## src/design/tsga_pkg.sv

```systemverilog
// shared constants and types for the tree split gain accumulator
package tsga_pkg;

    localparam int FRAC_BITS  = 16;
    localparam int ACC_WIDTH  = 48;
    localparam int COUNT_BITS = 24;

    // improvement is Q31.32, so the exact quotient is scaled up by this shift
    localparam int SCALE_SH = 32 - FRAC_BITS;

    // multi-word arithmetic on 32-bit limbs
    localparam int LIMB = 32;
    localparam int XL   = (4 * ACC_WIDTH + 2 + LIMB - 1) / LIMB;
    localparam int YL   = (2 * ACC_WIDTH + 1 + LIMB - 1) / LIMB;
    localparam int XW   = XL * LIMB;
    localparam int YW   = YL * LIMB;
    localparam int PW   = ((5 * ACC_WIDTH + 4 + LIMB - 1) / LIMB) * LIMB;
    localparam int QW   = 63;
    localparam int DW   = PW + QW + 1;

    localparam int QDEPTH = 2;
    localparam int CFG_W  = 24;

    localparam logic [1:0] CMD_START = 2'd0;
    localparam logic [1:0] CMD_LEFT  = 2'd1;
    localparam logic [1:0] CMD_MISS  = 2'd2;

    localparam logic CFG_MIN_OBS = 1'b0;
    localparam logic CFG_MONO    = 1'b1;

    localparam logic [1:0] MONO_NONE = 2'b00;
    localparam logic [1:0] MONO_INC  = 2'b01;

    typedef logic [ACC_WIDTH-1:0]  t_acc;
    typedef logic [COUNT_BITS-1:0] t_cnt;

    // snapshot of the node after one item, handed from front to back
    typedef struct packed {
        t_acc        rl;
        t_acc        rr;
        t_acc        rm;
        t_acc        wl;
        t_acc        wr;
        t_acc        wm;
        t_cnt        left_obs;
        t_cnt        right_obs;
        t_cnt        miss_obs;
        logic        min_ok;
        logic [31:0] split_value;
        logic [15:0] split_var;
        logic [15:0] split_class;
    } t_job;

    typedef struct packed {
        logic [QW-1:0] improvement;
        logic          eval_valid;
        logic          monotone_ok;
        logic          min_obs_ok;
        t_cnt          left_count;
        t_cnt          right_count;
        t_cnt          missing_count;
        logic [31:0]   split_value;
        logic [15:0]   split_var;
        logic [15:0]   split_class;
    } t_res;

endpackage

```

## src/design/tsga_front.sv

```systemverilog
// front end: configuration registers and the left/right/missing accumulators
module tsga_front import tsga_pkg::*; (
    input  logic               i_clk,
    input  logic               i_rst_n,
    input  logic               i_cfg_we,
    input  logic               i_cfg_idx,
    input  logic [CFG_W-1:0]   i_cfg_data,
    input  logic               i_accept,
    input  logic [1:0]         i_cmd,
    input  logic [31:0]        i_residual,
    input  logic [31:0]        i_weight,
    input  logic [23:0]        i_count,
    input  logic [31:0]        i_split_value_in,
    input  logic [15:0]        i_split_var_in,
    input  logic [15:0]        i_class_count,
    output t_job               o_job,
    output logic [1:0]         o_mono_mode
);

    localparam int CSW = 34;
    localparam logic [CSW-1:0] CNT_MAX = (CSW'(1) << COUNT_BITS) - CSW'(1);
    localparam t_acc SMAX = {1'b0, {(ACC_WIDTH-1){1'b1}}};
    localparam t_acc SMIN = {1'b1, {(ACC_WIDTH-1){1'b0}}};

    logic [CFG_W-1:0] r_min_obs;
    logic [1:0]       r_mono_mode;

    t_acc        r_rl, r_rr, r_rm, r_wl, r_wr, r_wm;
    t_cnt        r_lo, r_ro, r_mo;
    logic [31:0] r_sval;
    logic [15:0] r_svar, r_scls;

    t_acc        n_rl, n_rr, n_rm, n_wl, n_wr, n_wm;
    t_cnt        n_lo, n_ro, n_mo;
    logic [31:0] n_sval;
    logic [15:0] n_svar, n_scls;

    t_acc res_ext, res_neg, wt_ext;
    t_cnt cnt_sat;

    function automatic t_acc sat_sadd(input t_acc a, input t_acc d);
        logic [ACC_WIDTH:0] s;
        s = {a[ACC_WIDTH-1], a} + {d[ACC_WIDTH-1], d};
        if (s[ACC_WIDTH] != s[ACC_WIDTH-1]) begin
            sat_sadd = s[ACC_WIDTH] ? SMIN : SMAX;
        end else begin
            sat_sadd = s[ACC_WIDTH-1:0];
        end
    endfunction

    function automatic t_acc sat_uadd(input t_acc a, input t_acc d);
        logic [ACC_WIDTH:0] s;
        s = {1'b0, a} + {1'b0, d};
        sat_uadd = s[ACC_WIDTH] ? {ACC_WIDTH{1'b1}} : s[ACC_WIDTH-1:0];
    endfunction

    function automatic t_cnt sat_cadd(input t_cnt a, input logic [23:0] d);
        logic [CSW-1:0] s;
        s = CSW'(a) + CSW'(d);
        sat_cadd = (s > CNT_MAX) ? t_cnt'(CNT_MAX) : t_cnt'(s);
    endfunction

    function automatic t_cnt floor_csub(input t_cnt a, input logic [23:0] d);
        floor_csub = (CSW'(d) > CSW'(a)) ? '0 : t_cnt'(CSW'(a) - CSW'(d));
    endfunction

    always_comb begin
        res_ext = {{(ACC_WIDTH-32){i_residual[31]}}, i_residual};
        res_neg = ~res_ext + t_acc'(1);
        wt_ext  = t_acc'(i_weight);
        cnt_sat = (CSW'(i_count) > CNT_MAX) ? t_cnt'(CNT_MAX) : t_cnt'(i_count);

        n_rl = r_rl; n_rr = r_rr; n_rm = r_rm;
        n_wl = r_wl; n_wr = r_wr; n_wm = r_wm;
        n_lo = r_lo; n_ro = r_ro; n_mo = r_mo;
        n_sval = r_sval; n_svar = r_svar; n_scls = r_scls;

        case (i_cmd) inside
            CMD_START: begin
                n_rr = res_ext;
                n_wr = wt_ext;
                n_ro = cnt_sat;
                n_rl = '0; n_wl = '0; n_lo = '0;
                n_rm = '0; n_wm = '0; n_mo = '0;
                n_sval = i_split_value_in;
                n_svar = i_split_var_in;
                n_scls = i_class_count;
            end
            CMD_LEFT, CMD_MISS: begin
                if (i_cmd == CMD_LEFT) begin
                    n_rl = sat_sadd(r_rl, res_ext);
                    n_wl = sat_uadd(r_wl, wt_ext);
                    n_lo = sat_cadd(r_lo, i_count);
                end else begin
                    n_rm = sat_sadd(r_rm, res_ext);
                    n_wm = sat_uadd(r_wm, wt_ext);
                    n_mo = sat_cadd(r_mo, i_count);
                end
                n_rr = sat_sadd(r_rr, res_neg);
                n_wr = (wt_ext > r_wr) ? '0 : r_wr - wt_ext;
                n_ro = floor_csub(r_ro, i_count);
            end
            default: begin
            end
        endcase
    end

    always_ff @(posedge i_clk) begin
        if (!i_rst_n) begin
            r_min_obs   <= CFG_W'(1);
            r_mono_mode <= MONO_NONE;
        end else if (i_cfg_we) begin
            unique case (i_cfg_idx)
                CFG_MIN_OBS: r_min_obs   <= i_cfg_data;
                CFG_MONO:    r_mono_mode <= i_cfg_data[1:0];
            endcase
        end
    end

    always_ff @(posedge i_clk) begin
        if (!i_rst_n) begin
            r_rl <= '0; r_rr <= '0; r_rm <= '0;
            r_wl <= '0; r_wr <= '0; r_wm <= '0;
            r_lo <= '0; r_ro <= '0; r_mo <= '0;
            r_sval <= '0; r_svar <= '0; r_scls <= '0;
        end else if (i_accept) begin
            r_rl <= n_rl; r_rr <= n_rr; r_rm <= n_rm;
            r_wl <= n_wl; r_wr <= n_wr; r_wm <= n_wm;
            r_lo <= n_lo; r_ro <= n_ro; r_mo <= n_mo;
            r_sval <= n_sval; r_svar <= n_svar; r_scls <= n_scls;
        end
    end

    always_comb begin
        o_job.rl          = n_rl;
        o_job.rr          = n_rr;
        o_job.rm          = n_rm;
        o_job.wl          = n_wl;
        o_job.wr          = n_wr;
        o_job.wm          = n_wm;
        o_job.left_obs    = n_lo;
        o_job.right_obs   = n_ro;
        o_job.miss_obs    = n_mo;
        o_job.min_ok      = (CSW'(n_lo) >= CSW'(r_min_obs)) && (CSW'(n_ro) >= CSW'(r_min_obs));
        o_job.split_value = n_sval;
        o_job.split_var   = n_svar;
        o_job.split_class = n_scls;
    end

    assign o_mono_mode = r_mono_mode;

endmodule

```

## config.mk

```make
export PLATFORM = sky130hd
export DESIGN_NAME = tsga_front
export DESIGN_NICKNAME = d
export VERILOG_FILES = /design/src/design/tsga_pkg.sv /design/src/design/tsga_front.sv
export SDC_FILE = /design/constraint.sdc
export NUM_CORES = 2
export LEC_CHECK = 0
export BUFFER_PORTS_ARGS = -buffer_cell sky130_fd_sc_hd__buf_2
export CORE_MARGIN = 2
export CORE_UTILIZATION = 35
export CTS_BUF_LIST = sky130_fd_sc_hd__clkbuf_4 sky130_fd_sc_hd__clkbuf_8
export CTS_CLUSTER_DIAMETER = 200
export DETAILED_ROUTE_END_ITERATION = 10
export PLACE_DENSITY = 0.54
export SKIP_LAST_GASP = 1
export SLEW_MARGIN = 20
export SYNTH_ARGS = -nofsm -noshare
export SYNTH_HDL_FRONTEND = slang
export SYNTH_SLANG_ARGS = --single-unit
```

## constraint.sdc

```tcl
create_clock -name i_clk -period 6.4 [get_ports i_clk]
set_clock_uncertainty 0.05 [all_clocks]
set_input_delay 0.32 -clock i_clk [delete_from_list [all_inputs] [get_ports i_clk]]
set_output_delay 0.32 -clock i_clk [all_outputs]
set_load 0.005 [all_outputs]
```

==> flow_metrics.env <==
export IMPL_syn2layout_area_growth_pct=21.20
export IMPL_clkSinkCount=450
export IMPL_final_area_um2=49900
export IMPL_outcome="complete, no violations"
export IMPL_critical_path_arrival_ps=5910
export IMPL_critPathTopFamily="compound AO/OA/AOI/OAI gates"
export IMPL_cts_tree="yes"
export IMPL_powerDensity_nw_per_um2=228.6
export IMPL_nFillCells=12030
export IMPL_multi_input_area_um2=30450
export IMPL_tightestPinTransition_ps=1070
export IMPL_period_share=0.9819
export IMPL_grt_usage=0.2908
export IMPL_crit_slowest_cell="a2111oi_4"
export IMPL_io_pins=610
export IMPL_crit_type="reg2out"
export IMPL_yosys_warnings=0
export IMPL_async_reset_ff_frac=0
export IMPL_drt_iter0_markers=3922
export IMPL_rsz0062_at_grt="true"
export IMPL_die_y_um=347.0
export IMPL_required_ps=6030
export IMPL_routed_via_count=45260
export IMPL_path_clk_slew_ps=70
export IMPL_post_route_min_period_ps=6284
export IMPL_routed_wl_um=183600
export IMPL_synth_area_um2=41170
export IMPL_ys_seq_area_frac=0.2188
export IMPL_finalSetupViolations=0
export IMPL_cp_start_kind="register"
export IMPL_power_mw=11.41
export IMPL_drcViolationCount=0
export IMPL_drtPass1Iterations=10
export IMPL_path_buf_inv=5
export IMPL_initial_utilization=0.3538
export IMPL_endpoint_kind="output pin"
export IMPL_hold_viol=0
export IMPL_slew_headroom=0.2848
export IMPL_dieArea_um2=120400
export IMPL_antenna_found_initial=20
export IMPL_dp_hpwl_um=136200
export IMPL_syn_nets=6114
export IMPL_grt_max_degree=157
export IMPL_grt_ovfl_total=0
export IMPL_dpl_cell_area_um2=45830
export IMPL_final_antenna_net_count=0
export IMPL_fp_dieW_um=347.0
export IMPL_cpPeakStageDelay_ps=420
export IMPL_nets=6778
export IMPL_fp_coreArea_um2=116400
export IMPL_drv_slew=0
export IMPL_whs_ps=71.13
export IMPL_synthCells=5559
export IMPL_hp_class="in2reg"
export IMPL_cts_made_buffers=96
export IMPL_post_drt_wl_per_cell_um=23.45
export IMPL_p_leak_nw=22.70
export IMPL_root_buffer="clkbuf_8"
export IMPL_clkLatencyLatePin_ps=780
export IMPL_ir_drop_uv=155.3
export IMPL_num_rows=125
export IMPL_postLayoutCoreUtil=0.4289
export IMPL_drive_above_1_share=0.1883
export IMPL_htree_levels=3
export IMPL_cts_max_path_buffers=3
export IMPL_synth_enable_flop_cells=0
export IMPL_place_congestion=0.9681
export IMPL_grt_pass1_vias=42510
export IMPL_ys_types=121
export IMPL_max_freq_mhz=159.1
export IMPL_portBuffers=609
export IMPL_maxCapViolCount=0
export IMPL_path_max_fanout=6
export IMPL_via_per_inst=5.783
export IMPL_grt_pass1_wl_um=270600
export IMPL_ys_flop_type="dfxtp_1"
export IMPL_synth_seq_cells=450
export IMPL_final_seq_area_um2=9011
export IMPL_synth_avg_cell_area_um2=7.407
==> state kept, by name, indices dropped and copies added (netlist names) <==
name	count
r_svar	16
r_scls	16
r_lo	24
r_sval	32
r_wl	48
r_min_obs	24
r_rm	48
r_ro	24
r_mo	24
o_mono_mode	2
r_wm	48
r_rl	48
r_rr	48
r_wr	48
==> routing by layer <==
metal,track usage,share of wire
met5,0,0.00045
met4,0.1122,0.042
met3,0.06568,0.079
met2,0.4607,0.44
met1,0.3821,0.44
==> placed cells by master, fill, tap and decap left out, drive strengths merged, types with 39 or more instances in the layout <==
| cell type | n |
|---|---|
| ha | 363 |
| nand3 | 97 |
| a21o | 176 |
| nand2b | 39 |
| o21a | 64 |
| a31oi | 104 |
| dlygate4sd3 | 155 |
| o21bai | 40 |
| nor3 | 205 |
| inv | 173 |
| xnor2 | 206 |
| nand2 | 497 |
| a21oi | 540 |
| o21ai | 386 |
| mux2i | 78 |
| xor2 | 104 |
| mux2 | 65 |
| a211oi | 109 |
| and2 | 49 |
| a22o | 47 |
| nor2 | 732 |
| clkbuf | 161 |
| dfxtp | 450 |
| and3 | 66 |
| buf | 740 |
| nor2b | 58 |
==> final timing paths <==
kind | endpoint | slack [ps] | cells after the start | startpoint
setup / recovery | o_job[64] | 120 | 27 | r_ro[0]
hold / removal | r_rm[37] | 70 | 2 | i_accept
setup reg to reg | r_wm[40] | 1840 | 14 | r_wm[0]
hold reg to reg | r_min_obs[12] | 400 | 2 | r_min_obs[12]
==> repair_timing <==
action | in CTS | in global routing
hold endpoints to repair | 137 | 0
gates resized for setup | 13 | 38
buffers inserted | 8 | 8
hold buffers | 155 | 0
pin swaps | 16 | 36
setup endpoints to repair | 1 | 36
cloned | 0 | 2
==> kinds of logic (layout without fill, tap and decap cells) <==
| group | Yosys count | in the layout | synth area share |
|---|---|---|---|
| buffers and inverters | 504 | 1243 | 0.04865 |
| flip-flops | 450 | 450 | 0.2188 |
| other | 0 | 4 | 0 |
| XOR/XNOR | 310 | 310 | 0.06631 |
| adder cells (fa/ha/maj) | 377 | 377 | 0.1159 |
| AO/OA/AOI/OAI | 1868 | 1868 | 0.3028 |
| multiplexers | 143 | 143 | 0.03674 |
| AND/OR/NAND/NOR | 1907 | 1907 | 0.2108 |
==> cell type report <==
cell class              count  share of cell area
well taps                1524             0.03821
clock buffers             159             0.03959
multi-input cells        4605              0.6101
flip-flops and latches    450              0.1806
diodes                      4           0.0002006
clock inverters            14            0.002984
repair buffers            897              0.1150
inverters                 173             0.01334
==> through the flow <==
stage,instances,setup TNS (ps),setup WS (ps)
finish,7826,0,115.7
global route,7824,-125.2,-125.2
CTS,7812,0,7.910
detailed placement,7476,0,139.0
global placement,7476,0,171.5
floorplan,5559,0,1109
==> report_power, final <==
part	total [mW]	internal [mW]	leakage, nW	switching [mW]
combinational	4.65	1.79	17.9	2.86
sequential	3.19	3.01	3.68	0.185
clock	3.57	2.02	1.13	1.55
==> Yosys cell counts (62+ instances only) <==
cell type  number  area [um^2]
clkbuf_1      261        979.7
ha_1          363         4542
dfxtp_1       450         9009
o21a_1         62        465.5
nor3_1        202         1011
a31oi_1       101        631.9
a21o_1        176         1321
nand3_1        97        485.5
xor2_1        102        893.4
and3_1         65        406.6
mux2i_1        78        780.8
nor2_1        720         2703
nand2_1       496         1862
o21ai_0       359         1797
a21oi_1       530         2653
a211oi_1      106        795.8
inv_1         171        641.9
xnor2_1       206         1804
mux2_2         65        732.0
No activity file was read; power rests on OpenSTA's default activity.
