<file path="src/design/tsga_pkg.sv">
// shared constants and types for the tree split gain accumulator
package tsga_pkg;

    localparam int FRAC_BITS  = 16;
    localparam int ACC_WIDTH  = 48;
    localparam int COUNT_BITS = 24;

    // improvement is Q31.32, so the exact quotient is scaled up by this shift
    localparam int SCALE_SH = 32 - FRAC_BITS;

    // multi-word arithmetic on 32-bit limbs
    localparam int LIMB = 32;
    localparam int XL   = (4 * ACC_WIDTH + 2 + LIMB - 1) / LIMB;
    localparam int YL   = (2 * ACC_WIDTH + 1 + LIMB - 1) / LIMB;
    localparam int XW   = XL * LIMB;
    localparam int YW   = YL * LIMB;
    localparam int PW   = ((5 * ACC_WIDTH + 4 + LIMB - 1) / LIMB) * LIMB;
    localparam int QW   = 63;
    localparam int DW   = PW + QW + 1;

    localparam int QDEPTH = 2;
    localparam int CFG_W  = 24;

    localparam logic [1:0] CMD_START = 2'd0;
    localparam logic [1:0] CMD_LEFT  = 2'd1;
    localparam logic [1:0] CMD_MISS  = 2'd2;

    localparam logic CFG_MIN_OBS = 1'b0;
    localparam logic CFG_MONO    = 1'b1;

    localparam logic [1:0] MONO_NONE = 2'b00;
    localparam logic [1:0] MONO_INC  = 2'b01;

    typedef logic [ACC_WIDTH-1:0]  t_acc;
    typedef logic [COUNT_BITS-1:0] t_cnt;

    // snapshot of the node after one item, handed from front to back
    typedef struct packed {
        t_acc        rl;
        t_acc        rr;
        t_acc        rm;
        t_acc        wl;
        t_acc        wr;
        t_acc        wm;
        t_cnt        left_obs;
        t_cnt        right_obs;
        t_cnt        miss_obs;
        logic        min_ok;
        logic [31:0] split_value;
        logic [15:0] split_var;
        logic [15:0] split_class;
    } t_job;

    typedef struct packed {
        logic [QW-1:0] improvement;
        logic          eval_valid;
        logic          monotone_ok;
        logic          min_obs_ok;
        t_cnt          left_count;
        t_cnt          right_count;
        t_cnt          missing_count;
        logic [31:0]   split_value;
        logic [15:0]   split_var;
        logic [15:0]   split_class;
    } t_res;

endpackage

</file>
<file path="src/design/tsga_queue.sv">
// two-entry job queue between the accumulator front end and the gain engine
module tsga_queue import tsga_pkg::*; (
    input  logic i_clk,
    input  logic i_rst_n,
    input  logic i_push,
    input  t_job i_data,
    input  logic i_pop,
    output t_job o_data,
    output logic o_full,
    output logic o_empty
);

    localparam int PTW = $clog2(QDEPTH);
    localparam int CTW = $clog2(QDEPTH + 1);

    t_job           r_mem [QDEPTH];
    logic [PTW-1:0] r_wr_ptr, r_rd_ptr;
    logic [CTW-1:0] r_cnt;
    logic           do_push, do_pop;

    assign o_full  = (r_cnt == CTW'(QDEPTH));
    assign o_empty = (r_cnt == '0);
    assign do_push = i_push && !o_full;
    assign do_pop  = i_pop && !o_empty;
    assign o_data  = r_mem[r_rd_ptr];

    always_ff @(posedge i_clk) begin
        if (do_push) begin
            r_mem[r_wr_ptr] <= i_data;
        end
    end

    always_ff @(posedge i_clk) begin
        if (!i_rst_n) begin
            r_wr_ptr <= '0;
            r_rd_ptr <= '0;
            r_cnt    <= '0;
        end else begin
            if (do_push) begin
                r_wr_ptr <= (r_wr_ptr == PTW'(QDEPTH - 1)) ? '0 : r_wr_ptr + PTW'(1);
            end
            if (do_pop) begin
                r_rd_ptr <= (r_rd_ptr == PTW'(QDEPTH - 1)) ? '0 : r_rd_ptr + PTW'(1);
            end
            if (do_push && !do_pop) begin
                r_cnt <= r_cnt + CTW'(1);
            end else if (do_pop && !do_push) begin
                r_cnt <= r_cnt - CTW'(1);
            end
        end
    end

    a_cnt_bound: assert property (@(posedge i_clk) disable iff (!i_rst_n)
        r_cnt <= CTW'(QDEPTH))
        else $error("queue fill count beyond depth");

endmodule

</file>
<file path="config.mk">
export PLATFORM = sky130hd
export DESIGN_NAME = tsga_queue
export DESIGN_NICKNAME = d
export VERILOG_FILES = /design/src/design/tsga_pkg.sv /design/src/design/tsga_queue.sv
export SDC_FILE = /design/constraint.sdc
export NUM_CORES = 1
export LEC_CHECK = 0
export BUFFER_PORTS_ARGS = -buffer_cell sky130_fd_sc_hd__buf_2
export CORE_AREA = 2 2 336 338
export CTS_BUF_LIST = sky130_fd_sc_hd__clkbuf_16
export DETAILED_ROUTE_END_ITERATION = 8
export DIE_AREA = 0 0 338 340
export MAX_ROUTING_LAYER = met4
export PLACE_DENSITY_LB_ADDON = 0.3
export SLEW_MARGIN = 20
export SYNTH_ARGS = -nofsm -noshare
export SYNTH_HDL_FRONTEND = slang
export SYNTH_SLANG_ARGS = --single-unit
export TNS_END_PERCENT = 10
</file>
<file path="constraint.sdc">
create_clock -name i_clk -period 54.2 [get_ports i_clk]
set_clock_uncertainty 0.15 [all_clocks]
set_input_delay 5.42 -clock i_clk [delete_from_list [all_inputs] [get_ports i_clk]]
set_output_delay 5.42 -clock i_clk [all_outputs]
set_load 0.05 [all_outputs]
</file>
==> impl_results.md, run 1 <==
* Status: completed
* Final Power at around 2.3 mW
* Cells after synthesis at 1347
* Count of state elements after synthesis at between 800 and 900
* Initial DRT Pass Iterations at 4
* Netlist cell types at 23
* Total CTS buffers at roughly 90
* Share of power burned in the clock network at approximately a quarter
* Die W at 338 microns
* Worst Path Max Fanout at 68
* CP endpoint kind: output port
* Worst EP required at roughly 49000 ps
* Util after Layout at ~36%
* Grt met3 use at ~5%
* PwrDens at roughly 55 nW/um^2
* GR peak layer: met2
* H-Tree Depth at 3
* Maxcap violations at 0
* CTS-repair resized insts at 0
* Worst Setup Path Type: flop to output port
* Final Non-Filler Cells at ~3900
* CTS clock-pin slew for the worst setup and hold paths at 60 ps
* Final #Nets at 2693
* Chip height at between 300 and 400 microns
* Area Growth Syn to Fin at 27.81%
* Min-Delay Path Depth at 2
* Crit-path cells: buf_4 > buf_4 > buf_4 > mux2_1 > buf_2
* Initial core utilization at around 28%
* Leak at approximately 15 nW
* Maximum vdd ir drop at roughly 0.032 mV
* Worst Hold Launch: r_cnt[1]
* Worst min path class: flop to flop
* GRT Util Overall at between 10% and 20%
* Largest net degree at the start of global routing at around 170
* Antenna violations before repair at 31
* Sequential share of power at about two fifths
* Core Box Area at 111600 sq um
* DRT iter0 DRCs at slightly above 800
* Peak Freq at between 0.09 and 0.1 GHz
* Fin crit period at 10480 ps
* Switch share at a little under two fifths
* WL/cell at 20.07 microns
* Crit path top cell by count: buf_4
* Antenna-violating nets left at 0
* Die area at between 100000 and 150000 sq um
* # fillers at 10470
* Post-Route WL at between 70000 and 80000 microns
* Synthesized area at 31770 sq um
* R2R Setup Slk at 50310 ps
* Vias/cell at 4.142
* GRT met2 Usage at 23.41%
* Worst skew pair latency at about 650 ps
* Final TNS setup at 0 ps
* Via count at 15990
* GR Layer Usage met1 at 13.04%
* Layout cells sized above 1 at between 50% and 60%
* Gp weighted congestion at between 0.7 and 0.8
* Total gr overflow at 0
* Max clock buf depth at 3
* Post-Syn Area per Cell at roughly 24 sq um
* TritonCTS clock tree: yes
* Slew margin rel. at approximately 16%
* Slew @ Worst Pin at 1258 ps
* Worst path slowest cell: dfxtp_4
* Hpwl dp at about 54000 microns
* Final Max Slew Viols at 0
* I/O Buffers at ~860
* Setup Buffers After CTS at 0
* Final setup vio count at 0
* First-pass GRT wire length at around 110000 microns
* Sw power at roughly 0.85 mW
* Cell Rows at around 120
* Number of global-route vias before repair at approximately 17000
* Synthesized net count at about 1800
* Combinational group share of total power at a little over a third
* R2R depth at 7
* Cts hold-fix bufs at 0
* Ports at approximately 860
* Register area share after synthesis at just over 80%
* Final hold vios at 0
* Worst Path Arrival at around 4900 ps
* Clk sink count at around 860
* Startpoint types: flop
* RSZ-0062 raised after global routing: no
* Yosys warns at 0
* Internal power consumption at roughly 1.4 mW
* Max stage delay on crit path at a little under 1000 ps
* Root buffer cell: clkbuf_16
* Worst r2r src: r_cnt[0]
* Cells after DPL at roughly 3700
* DRC at 0
* Fin crit share at 19.34%
==> layer usage <==
metal  routed length (microns)  up-vias  part of all wire (%)
met3                      7325      116                   9.5
met4                      1968        0                   2.5
met5                         0        -                     0
li1                          -     7281                     -
met1                     27430     7976                    35
met2                     40780      619                    53
==> kinds of logic after synthesis <==
kind of cell | after synthesis | share of synthesized area [%]
AO/OA/AOI/OAI | 5 | 0.1024
XOR/XNOR | 3 | 0.08272
adder cells (fa/ha/maj) | 1 | 0.03938
buffers and inverters | 49 | 1.532
flip-flops | 855 | 80.66
multiplexers | 425 | 17.43
AND/OR/NAND/NOR | 9 | 0.1576
==> Yosys cell counts <==
master	n	area (sq um)
a21boi_0	2	15.01
and2_1	3	18.77
and3_1	1	6.260
buf_2	8	40.04
buf_4	10	75.07
buf_6	19	214.0
buf_8	10	150.1
dfxtp_1	5	100.1
edfxtp_1	850	25520
ha_1	1	12.51
inv_1	2	7.510
mux2_1	50	563.0
mux2_2	175	1971
mux2_4	200	3003
nand2b_1	1	6.260
nor2_1	2	7.510
nor3_1	1	5.000
o21a_1	1	7.510
o21ai_0	1	5.000
o21ai_1	1	5.000
or3_1	1	6.260
xnor2_1	2	17.52
xor2_1	1	8.760
==> power groups by stage <==
| stage | registers, mW | clock network, mW | logic [mW] |
|---|---|---|---|
| final | 0.859 | 0.598 | 0.796 |
| after detailed placement | 0.874 | 0 | 0.805 |
| after global placement | 0.870 | 0 | 0.801 |
| after global routing | 0.866 | 0.644 | 0.830 |
| after CTS | 0.860 | 0.618 | 0.807 |
| after floorplan | 0.947 | 0 | 0.640 |
==> cells in the final DEF (no fill, tap or decap), drive strengths merged <==
master / count
clkinv: 38
or3: 1
edfxtp: 850
ha: 1
diode: 29
o21a: 1
clkbuf: 94
nor3: 1
xnor2: 2
buf: 869
xor2: 1
nand2b: 1
inv: 26
and2: 3
clkinvlp: 1
a21boi: 2
mux2: 425
o21ai: 2
nor2: 2
and3: 1
bufinv: 6
dfxtp: 5
==> flip-flops by register name, summed over array words and instances (netlist names), named ones only <==
name / count
r_mem: 850
r_wr_ptr: 1
r_rd_ptr: 1
r_cnt: 2
==> worst max-delay path, delay by kind of cell, from the launching register on <==
kind / cells / cell delay (ps)
muxes: 1 / 400
DFF: 1 / 970
buffers and inverters: 4 / 2690
==> stage by stage <==
step	area [sq um]	hold slack [ps]	setup WS, ps
2_1_floorplan	31770	340.7	18200
3_3_place_gp	37610	355.8	44420
3_5_place_dp	37610	391.1	44290
4_1_cts	40510	408.6	43540
5_1_grt	40590	479.0	43360
6_report	40610	405.5	43720
==> area by class of cell <==
class / instances / area, sq um / area share (%)
multi-input cells: 443 / 5668 / 13.96
inverters: 2 / 7.507 / 0.01849
clock buffers: 94 / 2352 / 5.793
clock inverters: 69 / 553.0 / 1.362
well taps: 1500 / 1877 / 4.622
diodes: 29 / 72.57 / 0.1787
flip-flops and latches: 855 / 25630 / 63.12
repair buffers: 869 / 4447 / 10.95
==> path summary, 6_finish.rpt <==
kind                                       to
worst min-delay path                 r_cnt[1]
worst max register to register  r_mem[0][157]
worst min register to register       r_cnt[1]
worst max-delay path              o_data[382]
No activity file was read; power rests on OpenSTA's default activity.
==> run 2: changes to the inputs <==
Settings changed: ABC_AREA set to 1.
Clock period 54.2 ns to 9.7 ns, I/O delays scaled along.
==> run 2 against run 1 <==
Largest power group unchanged. Sequential share of layout area is 0.31 points lower. Critical path type unchanged. Area after synthesis hardly changed. Count of clock-buffer cells in the layout is 1 lower. Clock power grew to 5.7 times the previous value. Hold slack worse by 66 ps. Die area stayed put. Global-route usage is 0.27 points lower. Core utilization is 0.18 points higher. Sequential power grew to 5.6 times the previous value. Total power grew to 5.4 times the previous value. Cell area is 0.50% higher.
==> impl_results.md, run 2 <==
* Status: completed
* Synthesized net count at about 1800
* Combinational group share of total power at around a third
* Hpwl dp at around 53000 microns
* Most frequent cells in the layout: buf_2 (855), edfxtp_1 (850), mux2_4 (200), mux2_2 (175), clkbuf_16 (93)
* Leak at ~15 nW
* Worst r2r src: r_cnt[0]
* Post-Synth Simple-Gate Area at less than 1%
* Sw power at 4.415 mW
* Worst Path Max Fanout at 75
* Fin crit period at between 4000 and 5000 ps
* First-pass GRT wire length at roughly 110000 microns
* Final hold vios at 0
* Clk sink count at 855
* WL/cell at 19.50 microns
* Worst setup margin at 5394 ps
* CTS-repair resized insts at 0
* Mux cell area share after synthesis at ~17%
* Worst r2r dst: r_mem[0][309]
* Sequential share of power at 39.5%
* Largest register FFs at 850
* Worst Path Arrival at 3190 ps
* Root buffer cell: clkbuf_16
* Largest family of logic cells by synthesized area: multiplexers
* Dominant cell type by area after synthesis: edfxtp_1
* PwrDens at around 300 nW/um^2
* DRT iter0 DRCs at 734
* Crit path to: o_data[141]
* Synthesized area at 31780 sq um
* Asr flop ratio synth at 0%
* R2R depth at 5
* Synth Area in Compound Gates at 0.06299%
* Yosys warns at 0
* Count of state elements after synthesis at between 800 and 900
* Worst min path class: input port to flop
* Chip height at around 340 microns
* Layout cells sized above 1 at 58.76%
* Maxcap violations at 0
* Internal power consumption at slightly below 8 mW
* Total CTS buffers at 92
* Largest net degree at the start of global routing at around 150
* DRC at 0
* Synth area leaders: edfxtp_1 (80%), mux2_4 (9.4%), mux2_2 (6.2%)
* H-Tree Depth at 3
* Worst skew pair latency at 670 ps
* Die W at roughly 340 microns
* Synth top cells by count: edfxtp_1 (850), mux2_4 (200), mux2_2 (175), mux2_1 (50), buf_6 (19)
* Netlist cell types at 17
* Startpoint types: flop
* Slew margin rel. at 18.43%
* Worst hold margin at about 340 ps
* Cells after DPL at around 3700
* Worst EP required at between 8000 and 9000 ps
* CP endpoint kind: output port
* Largest regs: r_mem x850, r_cnt x2
* Initial DRT Pass Iterations at 6
* Register area share after synthesis at between 80% and 90%
* Gp weighted congestion at between 0.7 and 0.8
* Final Max Slew Viols at 0
* CTS clock-pin slew for the worst setup and hold paths at about 60 ps
* Post-Syn Area per Cell at 23.37 sq um
* Top_reg_cell synth: edfxtp_1
* Initial core utilization at 28.48%
* R2R Setup Slk at 6250 ps
* Final Non-Filler Cells at between 3000 and 4000
* RSZ-0062 raised after global routing: no
* Most common cell after layout, fill and taps aside: buf_2
* Post-Route WL at around 76000 microns
* Number of global-route vias before repair at roughly 17000
* Die area at around 110000 sq um
* XOR/XNOR Fraction of Synth Area at 0%
* Post-Synth Adder-Cell Area at less than 1%
* Cell Rows at 123
* Core Box Area at roughly 110000 sq um
* Max clock buf depth at 3
* GRT Util Overall at 12.88%
* Worst Setup Path Type: flop to output port
* TritonCTS clock tree: yes
* Cts hold-fix bufs at 0
* Vias/cell at 4.116
* Area Growth Syn to Fin at 28.40%
* Ports at 856
* Antenna-violating nets left at 0
* Final #Nets at roughly 2700
* Total gr overflow at 0
* Share of power burned in the clock network at between 20% and 30%
* Synth top area share at between 80% and 90%
* Switch share at between 30% and 40%
* Slew @ Worst Pin at between 1000 and 1500 ps
* Final setup vio count at 0
* Place WS at between 5000 and 6000 ps
* Maximum vdd ir drop at 0.2141 mV
* Via count at between 15000 and 20000
* Most frequent cell after synthesis: edfxtp_1
* Antenna violations before repair at 56
* Peak Freq at between 0.2 and 0.25 GHz
* Cells after synthesis at around 1400
* Setup Buffers After CTS at 0
* I/O Buffers at roughly 860
* Biggest register: r_mem
* Post-synth EDFFs at between 800 and 900
* Fin crit share at around 44%
-- run 2: cells by family after synthesis --
family,after synthesis
flip-flops,855
buffers and inverters,56
AND/OR/NAND/NOR,19
multiplexers,425
AO/OA/AOI/OAI,4
adder cells (fa/ha/maj),1
-- run 2: power by group through the flow --
stage	clock network (mW)	logic (mW)	registers, mW
after detailed placement	0	3.98	4.89
after global placement	0	3.96	4.86
after global routing	3.69	4.11	4.85
after CTS	3.55	3.99	4.81
after floorplan	0	3.13	5.06
final	3.43	3.94	4.81
-- run 2: cell type report --
type	count	area (sq um)
multi-input cells	449	5659
clock buffers	93	2327
diodes	47	117.6
inverters	9	33.78
flip-flops and latches	855	25630
well taps	1500	1877
clock inverters	77	679.4
fillers	10470	70770
repair buffers	869	4484
-- run 2: how the worst min path moves through the flow --
stage,endpoint,from,depth (start not counted)
5_1_grt,r_mem[0][55],i_data[55],1
3_3_place_gp,flop,r_rd_ptr,2
6_report,r_mem[1][55],i_data[55],1
4_1_cts,r_mem[1][55],i_data[55],1
2_1_floorplan,flop,r_rd_ptr,2
3_5_place_dp,flop,r_rd_ptr,2
-- run 2: worst max-delay path, cell delays in order (launching register included) --
cell     delay (ps)
dfxtp_4         860
buf_4           920
mux2_2          450
buf_2           220
-- run 2: per-layer routing --
metal	track usage, %	vias to the layer above	share of wire, %
li1	-	7362	-
met1	12.44	7921	35
met2	22.27	626	52
met3	6.062	138	10
met4	4.685	0	3.0
met5	-	-	0
-- run 2: stage by stage --
step                total power, mW  util (%)  cell area (sq um)  setup TNS (ps)
finish                        12.18     36.57              40810               0
global placement              8.825     33.76              37660               0
global route                  12.64     36.57              40800               0
detailed placement            8.874     33.76              37660               0
floorplan                     8.186         -              31790        -2718450
CTS                           12.35     36.45              40670               0
==> run 3: changes to the inputs <==
Settings changed: CORE_AREA 2 2 336 338 to 2 2 333 335, DIE_AREA 0 0 338 340 to 0 0 335 337.
Clock period 9.7 ns to 3.5 ns, I/O delays scaled along.
==> run 3 against run 2 <==
Critical path depth increased by 1. Largest cell class unchanged. Sequential power increased to 2.8 times the previous value. Sequential cell count unchanged. Cell count increased by 8.6%. Worst setup slack got worse by 4800 ps. Die area decreased by 1.8%. Critical endpoint is now o_data[125]. Via count increased by 11%. First-iteration DRC count increased by 11%. Wire length increased by 7.4%. Hold slack got worse by 87 ps. Sequential share of layout area decreased by 5.8 points.
==> impl_results.md, run 3 (synthesis results as in run 2) <==
* Final #Nets at 3155
* Worst setup margin at around 560 ps
* Total CTS buffers at 90
* H-Tree Depth at 3
* Worst min path class: input port to flop
* Worst EP required at roughly 3000 ps
* First-pass GRT wire length at between 100000 and 150000 microns
* Min-Delay Path Depth at 2
* PwrDens at 748.1 nW/um^2
* GRT Util Overall at between 10 and 15%
* Final setup vio count at 0
* Maxcap violations at 0
* Vias/cell at between 4 and 5
* # fillers at 9936
* Worst skew pair latency at approximately 670 ps
* Cell Rows at ~120
* Via count at ~18000
* CTS clock-pin slew for the worst setup and hold paths at approximately 60 ps
* Slew margin rel. at 40.18%
* Post-Route WL at a little over 80000 microns
* Max clock buf depth at 3
* Hpwl dp at around 57000 microns
* Peak Freq at 0.3405 GHz
* Worst hold margin at between 200 and 300 ps
* Maximum vdd ir drop at around 0.58 mV
* Fin crit period at ~3000 ps
* Status: completed
* WL/cell at 19.28 microns
* Most frequent cells in the layout: buf_2 (855), edfxtp_1 (850), dlygate4sd3_1 (428), mux2_4 (200), mux2_2 (175)
* DRT iter0 DRCs at slightly above 800
* Chip height at between 300 and 400 microns
* Root buffer cell: clkbuf_16
* Final Power at about 34 mW
* Worst Setup Path Type: flop to output port
* Most common cell after layout, fill and taps aside: buf_2
* Largest regs: r_mem x850, r_cnt x2
* Worst Path Max Fanout at 37
* Final instance area at between 40000 and 50000 sq um
* CTS-repair resized insts at 0
* Gp weighted congestion at between 0.7 and 0.8
* Final hold vios at 0
* Die area at about 110000 sq um
* CP endpoint kind: output port
* DRC at 0
* Ports at 856
* Layout cells sized above 1 at between 40% and 50%
* TritonCTS clock tree: yes
* Antenna violations before repair at 16
* Initial DRT Pass Iterations at 4
* Area Growth Syn to Fin at 41.38%
* Largest register FFs at between 800 and 900
* I/O Buffers at around 860
* R2R depth at 4
* Placed Area at 37890 sq um
* Antenna-violating nets left at 0
* Biggest register: r_mem
* Setup Buffers After CTS at 0
* Number of global-route vias before repair at roughly 20000
* Total gr overflow at 0
* Fin crit share at a little over four fifths
* Core Box Area at around 110000 sq um
* Largest net degree at the start of global routing at between 100 and 150
* Startpoint types: flop
* Cts hold-fix bufs at approximately 430
* Clk sink count at roughly 860
* Final Non-Filler Cells at ~4200
* Leak at 17.14 nW
* RSZ-0062 raised after global routing: no
* Final Max Slew Viols at 0
* Die W at approximately 340 microns
* Slew @ Worst Pin at 897.3 ps
* Place WS at 1260 ps
* Worst Path Arrival at 2440 ps
* Initial core utilization at 29.00%
* Cells after DPL at 3631
-- run 3: cell count changes in the layout (fill, tap and decap cells not counted), moves of 2 or more --
cell / previous run / this run
buf_12: 8 / 17
buf_4: 6 / 20
bufinv_16: 9 / 1
clkbuf_16: 93 / 90
clkinv_1: 19 / 27
clkinv_16: 1 / 3
clkinv_2: 16 / 12
clkinvlp_4: 7 / 1
dfxtp_1: 4 / 2
dfxtp_2: 0 / 2
diode_2: 47 / 14
dlygate4sd3_1: 0 / 428
-- run 3: cell type report --
type | count | area (sq um) | share of cell area, %
inverter | 9 | 33.78 | 0.07518
antenna | 14 | 35.03 | 0.07797
clock buffer | 90 | 2252 | 5.012
tap | 1426 | 1784 | 3.971
timing repair buffer | 1320 | 9054 | 20.15
clock inverter | 71 | 473.0 | 1.053
sequential | 855 | 25630 | 57.04
multi-input combinational | 449 | 5670 | 12.62
-- run 3: worst paths after layout --
path / start / end / slack [ps]
max: flop / o_data[125] / 560
min: i_data[61] / r_mem[1][61] / 250
max reg2reg: r_cnt[0] / r_mem[1][301] / 1340
min reg2reg: r_rd_ptr / r_rd_ptr / 380
-- run 3: where the power goes --
group | switching, mW | internal [mW] | total (mW)
Sequential | 0.363 | 13.0 | 13.3
Clock | 3.96 | 4.79 | 8.75
Combinational | 8.11 | 3.43 | 11.5
-- run 3: layer usage --
metal,share of wire (%),global-route usage (%),up-vias
met5,0,-,-
met4,3.7,5.925,0
met3,7.7,4.526,167
met2,51,24.54,673
met1,37,14.64,8745
li1,-,-,8194
-- run 3: critical path, stage by stage, from the launching register on --
cell and delay (ps):
dfxtp_4 510, buf_12 290, buf_12 300, mux2_2 380, buf_2 210
-- run 3: through the flow --
stage | utilization, % | setup TNS (ps)
global placement | 34.57 | 0
finish | 41.00 | 0
global route | 41.00 | 0
detailed placement | 34.57 | 0
floorplan | - | -3247540
CTS | 40.97 | 0
